===== config.mk =====
export PLATFORM = sky130hd
export DESIGN_NAME = trial_division_prime_counter
export DESIGN_NICKNAME = d
export VERILOG_FILES = /design/src/hdl/tdpc_pkg.sv /design/src/hdl/tdpc_ctrl.sv /design/src/hdl/tdpc_datapath.sv /design/src/hdl/trial_division_prime_counter.sv
export SDC_FILE = /design/constraint.sdc
export NUM_CORES = 1
export LEC_CHECK = 0
export BUFFER_PORTS_ARGS = -buffer_cell sky130_fd_sc_hd__buf_2
export CAP_MARGIN = 30
export CORE_MARGIN = 5
export CORE_UTILIZATION = 65
export CTS_CLUSTER_DIAMETER = 50
export DETAILED_ROUTE_END_ITERATION = 12
export PLACE_DENSITY = 0.91
export SYNTH_ARGS = -nofsm -noshare
export SYNTH_HDL_FRONTEND = slang
export SYNTH_SLANG_ARGS = --single-unit
export TNS_END_PERCENT = 10

===== constraint.sdc =====
create_clock -name clk -period 6.3 [get_ports clk]
set_clock_uncertainty 0.2 [all_clocks]
set_input_delay 0.945 -clock clk [delete_from_list [all_inputs] [get_ports clk]]
set_output_delay 0.945 -clock clk [all_outputs]
set_load 0.005 [all_outputs]

===== src/hdl/tdpc_pkg.sv =====
// ----------------------------------------------------------------------------
// tdpc_pkg
// shared widths, constants and controller/datapath types for the trial
// division prime counter
// ----------------------------------------------------------------------------
package tdpc_pkg;

  // width of the tested value, sign bit at the top
  localparam int VALUE_BITS = 32;
  // port widths fixed by the word format
  localparam int FIELD_BITS = 32;
  localparam int COUNT_BITS = 32;
  // trial divisor never passes sqrt(2^(VALUE_BITS-1)) + 1
  localparam int DIV_BITS   = VALUE_BITS / 2 + 1;
  localparam int SQ_BITS    = VALUE_BITS + 1;
  localparam int REM_BITS   = DIV_BITS + 1;
  // magnitude bits shifted through the remainder unit
  localparam int MAG_BITS   = VALUE_BITS - 1;
  localparam int STEP_BITS  = (MAG_BITS > 1) ? $clog2(MAG_BITS) : 1;
  localparam logic [STEP_BITS-1:0] LAST_STEP = STEP_BITS'(MAG_BITS - 1);

  localparam logic [VALUE_BITS-1:0] SMALLEST_PRIME = VALUE_BITS'(2);
  localparam logic [DIV_BITS-1:0]   FIRST_DIVISOR  = DIV_BITS'(2);
  localparam logic [SQ_BITS-1:0]    FIRST_SQUARE   = SQ_BITS'(4);

  typedef enum logic [2:0] {
    ST_IDLE,
    ST_CHECK,
    ST_DIVIDE,
    ST_TEST,
    ST_DONE
  } tdpc_state_t;

  // commands from controller to datapath
  typedef struct packed {
    logic load;       // capture a new word, restart divisor at two
    logic div_init;   // clear remainder, load magnitude shifter
    logic div_step;   // one restoring remainder step
    logic advance;    // next divisor, next square
    logic set_prime;  // record the verdict
    logic verdict;
    logic finish;     // write result register and running count
  } tdpc_cmd_t;

  // status from datapath to controller
  typedef struct packed {
    logic not_candidate;  // negative, zero or one
    logic past_root;      // divisor squared exceeds the value
    logic last_step;
    logic rem_zero;
    logic out_free;
  } tdpc_stat_t;

endpackage


===== src/hdl/tdpc_ctrl.sv =====
// ----------------------------------------------------------------------------
// tdpc_ctrl
// sequencer for the trial division loop
// ----------------------------------------------------------------------------
module tdpc_ctrl (
  input  logic                 clk,
  input  logic                 rst_n,
  input  logic                 in_valid,
  output logic                 in_ready,
  input  tdpc_pkg::tdpc_stat_t stat,
  output tdpc_pkg::tdpc_cmd_t  cmd
);

  tdpc_pkg::tdpc_state_t state_r, state_nxt;

  always_ff @(posedge clk) begin
    if (!rst_n) begin
      state_r <= tdpc_pkg::ST_IDLE;
    end else begin
      state_r <= state_nxt;
    end
  end

  always_comb begin
    state_nxt = state_r;
    cmd       = '0;
    in_ready  = 1'b0;
    unique case (state_r)
      tdpc_pkg::ST_IDLE: begin
        in_ready = 1'b1;
        if (in_valid) begin
          cmd.load  = 1'b1;
          state_nxt = tdpc_pkg::ST_CHECK;
        end
      end
      tdpc_pkg::ST_CHECK: begin
        priority if (stat.not_candidate) begin
          cmd.set_prime = 1'b1;
          cmd.verdict   = 1'b0;
          state_nxt     = tdpc_pkg::ST_DONE;
        end else if (stat.past_root) begin
          cmd.set_prime = 1'b1;
          cmd.verdict   = 1'b1;
          state_nxt     = tdpc_pkg::ST_DONE;
        end else begin
          cmd.div_init = 1'b1;
          state_nxt    = tdpc_pkg::ST_DIVIDE;
        end
      end
      tdpc_pkg::ST_DIVIDE: begin
        cmd.div_step = 1'b1;
        if (stat.last_step) begin
          state_nxt = tdpc_pkg::ST_TEST;
        end
      end
      tdpc_pkg::ST_TEST: begin
        if (stat.rem_zero) begin
          cmd.set_prime = 1'b1;
          cmd.verdict   = 1'b0;
          state_nxt     = tdpc_pkg::ST_DONE;
        end else begin
          cmd.advance = 1'b1;
          state_nxt   = tdpc_pkg::ST_CHECK;
        end
      end
      tdpc_pkg::ST_DONE: begin
        if (stat.out_free) begin
          cmd.finish = 1'b1;
          state_nxt  = tdpc_pkg::ST_IDLE;
        end
      end
      default: begin
        state_nxt = tdpc_pkg::ST_IDLE;
      end
    endcase
  end

  // a result is written and the sequencer is back for the next word
  a_finish_to_idle: assert property (@(posedge clk) disable iff (!rst_n)
    cmd.finish |=> in_ready)
    else $error("controller not idle after finish");

  // a new word always starts with a root check
  a_load_to_check: assert property (@(posedge clk) disable iff (!rst_n)
    cmd.load |=> state_r == tdpc_pkg::ST_CHECK)
    else $error("load not followed by check");

  // the remainder unit runs only between init and the last step
  a_step_after_init: assert property (@(posedge clk) disable iff (!rst_n)
    cmd.div_init |=> cmd.div_step)
    else $error("divide did not start after init");

endmodule


===== src/hdl/tdpc_datapath.sv =====
// ----------------------------------------------------------------------------
// tdpc_datapath
// divisor and square registers, bit-serial remainder unit, prime count and
// result register
// ----------------------------------------------------------------------------
module tdpc_datapath (
  input  logic                                 clk,
  input  logic                                 rst_n,
  input  logic signed [tdpc_pkg::FIELD_BITS-1:0] in_candidate_value,
  output logic                                 out_valid,
  input  logic                                 out_ready,
  output logic signed [tdpc_pkg::FIELD_BITS-1:0] out_tested_value,
  output logic                                 out_is_prime,
  output logic        [tdpc_pkg::COUNT_BITS-1:0] out_primes_so_far,
  input  tdpc_pkg::tdpc_cmd_t                  cmd,
  output tdpc_pkg::tdpc_stat_t                 stat
);

  logic [tdpc_pkg::FIELD_BITS-1:0] echo_r;
  logic [tdpc_pkg::VALUE_BITS-1:0] value_r;
  logic [tdpc_pkg::DIV_BITS-1:0]   div_r;
  logic [tdpc_pkg::SQ_BITS-1:0]    sq_r;
  logic [tdpc_pkg::REM_BITS-1:0]   rem_r;
  logic [tdpc_pkg::MAG_BITS-1:0]   shift_r;
  logic [tdpc_pkg::STEP_BITS-1:0]  step_r;
  logic                            verdict_r;
  logic [tdpc_pkg::COUNT_BITS-1:0] count_r, count_nxt;
  logic                            out_valid_r;
  logic [tdpc_pkg::FIELD_BITS-1:0] out_value_r;
  logic                            out_prime_r;
  logic [tdpc_pkg::COUNT_BITS-1:0] out_count_r;

  logic [tdpc_pkg::REM_BITS-1:0]   rem_sh;
  logic [tdpc_pkg::REM_BITS-1:0]   div_ext;
  logic [tdpc_pkg::SQ_BITS-1:0]    value_ext;

  assign div_ext   = tdpc_pkg::REM_BITS'(div_r);
  assign value_ext = tdpc_pkg::SQ_BITS'(value_r);
  assign rem_sh    = {rem_r[tdpc_pkg::REM_BITS-2:0], shift_r[tdpc_pkg::MAG_BITS-1]};

  // payload registers, no reset needed
  always_ff @(posedge clk) begin
    if (cmd.load) begin
      echo_r  <= in_candidate_value;
      value_r <= tdpc_pkg::VALUE_BITS'(unsigned'(in_candidate_value));
      div_r   <= tdpc_pkg::FIRST_DIVISOR;
      sq_r    <= tdpc_pkg::FIRST_SQUARE;
    end else if (cmd.advance) begin
      // (d+1)^2 = d^2 + 2d + 1
      div_r <= div_r + 1'b1;
      sq_r  <= sq_r + tdpc_pkg::SQ_BITS'({div_r, 1'b1});
    end
    if (cmd.div_init) begin
      rem_r   <= '0;
      shift_r <= value_r[tdpc_pkg::MAG_BITS-1:0];
      step_r  <= '0;
    end else if (cmd.div_step) begin
      rem_r   <= (rem_sh >= div_ext) ? rem_sh - div_ext : rem_sh;
      shift_r <= {shift_r[tdpc_pkg::MAG_BITS-2:0], 1'b0};
      step_r  <= step_r + 1'b1;
    end
    if (cmd.set_prime) begin
      verdict_r <= cmd.verdict;
    end
    if (cmd.finish) begin
      out_value_r <= echo_r;
      out_prime_r <= verdict_r;
      out_count_r <= count_nxt;
    end
  end

  // saturating prime count
  always_comb begin
    count_nxt = count_r;
    if (verdict_r && (count_r != '1)) begin
      count_nxt = count_r + 1'b1;
    end
  end

  always_ff @(posedge clk) begin
    if (!rst_n) begin
      count_r     <= '0;
      out_valid_r <= 1'b0;
    end else begin
      if (cmd.finish) begin
        count_r     <= count_nxt;
        out_valid_r <= 1'b1;
      end else if (out_ready) begin
        out_valid_r <= 1'b0;
      end
    end
  end

  assign stat.not_candidate = value_r[tdpc_pkg::VALUE_BITS-1] ||
                              (value_r < tdpc_pkg::SMALLEST_PRIME);
  assign stat.past_root     = sq_r > value_ext;
  assign stat.last_step     = step_r == tdpc_pkg::LAST_STEP;
  assign stat.rem_zero      = rem_r == '0;
  assign stat.out_free      = !out_valid_r || out_ready;

  assign out_valid         = out_valid_r;
  assign out_tested_value  = signed'(out_value_r);
  assign out_is_prime      = out_prime_r;
  assign out_primes_so_far = out_count_r;

  // the incremental square tracks the divisor
  a_square_tracks: assert property (@(posedge clk) disable iff (!rst_n)
    cmd.div_init |-> sq_r == tdpc_pkg::SQ_BITS'(div_r) * tdpc_pkg::SQ_BITS'(div_r))
    else $error("square out of step with divisor");

  // partial remainder stays below the divisor
  a_rem_bound: assert property (@(posedge clk) disable iff (!rst_n)
    cmd.div_step |-> rem_r < div_ext)
    else $error("remainder not reduced");

  // the count never goes back
  a_count_mono: assert property (@(posedge clk) disable iff (!rst_n)
    1'b1 |=> count_r >= $past(count_r))
    else $error("prime count decreased");

  // a result never overwrites one still waiting
  a_no_overwrite: assert property (@(posedge clk) disable iff (!rst_n)
    cmd.finish |-> (!out_valid_r || out_ready))
    else $error("result register overwritten");

endmodule


===== src/hdl/trial_division_prime_counter.sv =====
// sequence: negative, zero and one skip the divisor loop; otherwise each trial
//   divisor takes a root check, the remainder steps over the magnitude bits
//   and a test, until the root is passed or a zero remainder is found
// throughput: one word at a time, set by the one-bit-per-cycle remainder unit
// reset: rst_n synchronous active low, clears the prime count and result valid
// ----------------------------------------------------------------------------
// trial_division_prime_counter
// primality test by trial division with a saturating running prime count
// ----------------------------------------------------------------------------
module trial_division_prime_counter (
  input  logic                                   clk,
  input  logic                                   rst_n,
  // input word
  input  logic                                   in_valid,
  output logic                                   in_ready,
  input  logic signed [tdpc_pkg::FIELD_BITS-1:0] in_candidate_value,
  // result word
  output logic                                   out_valid,
  input  logic                                   out_ready,
  output logic signed [tdpc_pkg::FIELD_BITS-1:0] out_tested_value,
  output logic                                   out_is_prime,
  output logic        [tdpc_pkg::COUNT_BITS-1:0] out_primes_so_far
);

  // command and status between sequencer and datapath
  tdpc_pkg::tdpc_cmd_t  cmd;
  tdpc_pkg::tdpc_stat_t stat;

  // sequencer: accepts a word when idle, walks divisors d = 2, 3, ...
  // while d*d <= value, stops at the first zero remainder
  tdpc_ctrl u_ctrl (
    .clk      (clk),
    .rst_n    (rst_n),
    .in_valid (in_valid),
    .in_ready (in_ready),
    .stat     (stat),
    .cmd      (cmd)
  );

  // datapath: divisor/square registers, restoring remainder unit,
  // saturating count and the result register that decouples out_ready
  tdpc_datapath u_dp (
    .clk                (clk),
    .rst_n              (rst_n),
    .in_candidate_value (in_candidate_value),
    .out_valid          (out_valid),
    .out_ready          (out_ready),
    .out_tested_value   (out_tested_value),
    .out_is_prime       (out_is_prime),
    .out_primes_so_far  (out_primes_so_far),
    .cmd                (cmd),
    .stat               (stat)
  );

endmodule

==> results by group <==
Detailed routing
  – Routed WL: 28,400 um
  – Antenna viol nets, final: 0
  – DRC Markers: 0
  – Drt wl/cell: 18.9 um
  – Via count: 9,081
  – Pre-Repair DR Iteration Count: 6
  – DR iter-0 viols: 743
  – DR vias/cell: 6.06

Clocking
  – CTS buffer count: 24
  – Clock Root Buffer: clkbuf_16
  – H-Tree Depth: 1
  – Worst skew pair latency: 530 ps
  – Hold_buf cts: 0
  – Clock sinks: 238
  – TritonCTS clock tree: yes
  – # resized after CTS: 0
  – Postcts setup bufs: 0
  – Clock transition at the registers of the reported paths: 60 ps
  – CTS max path bufs: 3

Global route
  – Global-route wire length before repair: 45,700 um
  – Initial antenna violation count: 0
  – GRT Overall Usage: 25.7%
  – Total grt overflow: 0
  – Vias in the first global route: 9,209
  – Largest net degree at the start of global routing: 52

Setup path
  – Worst EP required: 6320 ps
  – Crit Path Class: flip-flop to flip-flop
  – Critical path peak fanout: 17
  – Worst stage delay on the critical path: 590 ps
  – Worst EP arrival: 4070 ps
  – Reg2reg setup slack: 2260 ps
  – CP cell instances: inv_1 -> ha_1 -> a211oi_1 -> nor2_1 -> o31ai_1 -> o311ai_0 -> a221oi_4 -> nor2_1 -> inv_1 -> buf_8
  – Slowest cell on the critical path: inv_1
  – Worst reg2reg path depth: 10
  – Critical R2R Capture: u_dp.shift_r[23]
  – Worst r2r src: u_dp.echo_r[6]
  – Crit. Startpoint: u_dp.echo_r[6]
  – Crit path launch type: flip-flop
  – Crit end category: flip-flop

Floorplanning
  – IO Pins: 103
  – DIE WIDTH: 147 um
  – Core Region: 18,600 um2
  – Row cnt: 50
  – Die area: 21,600 um2
  – Die Span Y: 147 um
  – Initial Util: 65.5%

Synthesis
  – Synth Area in Adders: 7.53%
  – Synth cell types: 67
  – Syn Nets: 1,258
  – Mux share of post-synthesis cell area: 4.93%
  – Async SR Flop Fraction: 0%
  – Post-Syn Area: 12,200 um2
  – Synthesized instance count: 1,150
  – XOR/XNOR Fraction of Synth Area: 7.77%
  – EDFF count, synth: 129
  – Sequential-to-total area share from yosys stat: 49.8%
  – Post-synthesis simple-gate area fraction: 15.4%
  – Register bit total from synthesis: 238
  – YS warnings: 0
  – Compound-cell area share of the yosys netlist: 10.9%
  – Most used DFF post-synth: edfxtp_1
  – Largest family of logic cells by synthesized area: simple AND/OR/NAND/NOR gates
  – Avg Synthesized Cell Area: 10.6 um2

Job
  – Max Cap Viol: 0

Power and ir drop
  – P_leak: 5.46 nW
  – VDD IR max: 0.293 mV
  – Tot Pwr: 0.00486 W
  – Power Density: 356 nW/um2

Timing
  – Slew Viols, Final: 0
  – Final period utilization: 64.2%
  – RSZ-0062 raised after global routing: false
  – TNS Setup: 0 ps
  – Final min period: 4040 ps
  – Final setup viols: 0
  – Final Hold Viols: 0
  – Max_slew headroom: 30.8%
  – Worst hold margin: 285 ps
  – Max Clock Freq: 0.247 GHz
  – Worst-margin pin slew: 1020 ps

Placement
  – Detailed Place HPWL: 19,000 um
  – GPL Wtd Cong: 0.927
  – # port buffers: 102
  – Placed Instances: 1,455

Final layout
  – FF+latch area: 6060 um2
  – Util after Layout: 73.5%
  – Layout cell share with drive strength beyond 1: 15.4%
  – Filler Cell Count: 1,160
  – Nets: 1,355
  – Multi-input logic area: 5680 um2
  – Antenna cells: 0
  – Syn-to-layout area delta: 12.2%
  – Non-Filler Instances: 1,499

Hold path
  – Hold crit path type: flip-flop to flip-flop
  – Hold path start: u_dp.rem_r[17]
  – Hold path depth: 2
  – Hold EP: u_dp.rem_r[17]

Status
  – Status: finished, final reports clean
-- final cells by class --
cell class                      count  share of cell area (%)
Inverter                           71                    1.95
Clock inverter                      8                   0.541
Sequential cell                   238                    44.3
Multi-Input combinational cell    803                    41.6
Tap cell                          234                    2.14
Clock buffer                       36                    5.21
Timing Repair Buffer              109                    4.18
-- cell families after synthesis --
group	Yosys count
buffers and inverters	109
DFF	238
adders and majority gates	72
xor gates and xnor gates	108
muxes	56
AOI/OAI and AO/OA	197
and+or+nand+nor	370
-- layout by cell type (no fill, tap or decap), types with 14 or more instances in the layout --
master / instances
nor2_1: 109
a21boi_0: 15
a21oi_1: 40
edfxtp_1: 129
nand4_1: 30
o21ai_0: 41
xnor2_1: 63
dfxtp_1: 109
a21o_1: 16
xor2_1: 45
mux2i_1: 25
clkbuf_16: 25
nor3_1: 20
mux2_2: 31
inv_1: 69
and2_1: 29
o22ai_1: 14
buf_2: 102
nand2_1: 77
nand3_1: 27
ha_1: 70
a211oi_1: 14
-- through the flow --
stage	instance area (um2)	setup WS (ps)
final	13700	2260
after CTS	13700	2440
after global routing	13700	2220
after detailed placement	12900	2510
after floorplan	12200	1700
after global placement	12800	2520
-- cell usage after synthesis, drive strengths merged, types with 20 or more instances --
master  count  area (um2)
a21oi      41         205
and2       29         181
clkbuf     25        93.8
dfxtp     109        2180
edfxtp    129        3870
ha         70         876
inv        71         267
mux2       31         349
mux2i      25         250
nand2      77         289
nand3      27         135
nand4      33         225
nor2      109         409
nor3       20         100
o21ai      42         210
xnor2      63         552
xor2       45         394
-- worst max path at each step --
stage / to
6_report: u_dp.shift_r[23]
5_1_grt: u_dp.shift_r[23]
4_1_cts: u_dp.shift_r[20]
3_5_place_dp: u_dp.shift_r[26]
3_3_place_gp: u_dp.shift_r[27]
2_1_floorplan: u_dp.count_r[13]
-- metal layers --
layer  track usage, %  wire length (um)  up-vias
met5                0                 0        -
met2             44.9             14000      322
met4             11.5              1480        0
met1             31.4             11200     4290
met3             4.44              1790      124
li1                 -                 -     4345
-- critical path: cells and delay by family (launching register included) --
kind / cells / cell delay [ps]
fa+ha+maj: 1 / 330
buf+inv: 3 / 920
flops: 1 / 430
compound gates: 4 / 1550
simple gates: 2 / 320
-- sequential cells by signal, summed over array words and instances, names as in the netlist --
name / count
u_ctrl.state_r: 3
u_dp.count_r: 32
u_dp.div_r: 17
u_dp.echo_r: 32
u_dp.out_is_prime: 1
u_dp.out_primes_so_far: 32
u_dp.out_tested_value: 32
u_dp.out_valid: 1
u_dp.rem_r: 18
u_dp.shift_r: 31
u_dp.sq_r: 33
u_dp.step_r: 5
u_dp.verdict_r: 1
-- power breakdown --
group	leakage, nW	internal (W)	switching (W)	total [W]
Sequential	2.05	0.00179	0.000118	0.00190
Clock	0.382	0.000823	0.000596	0.00142
Combinational	3.03	0.000688	0.000845	0.00153
Total	5.46	0.00330	0.00156	0.00486
Note: power is estimated with default switching activity, not from simulation.
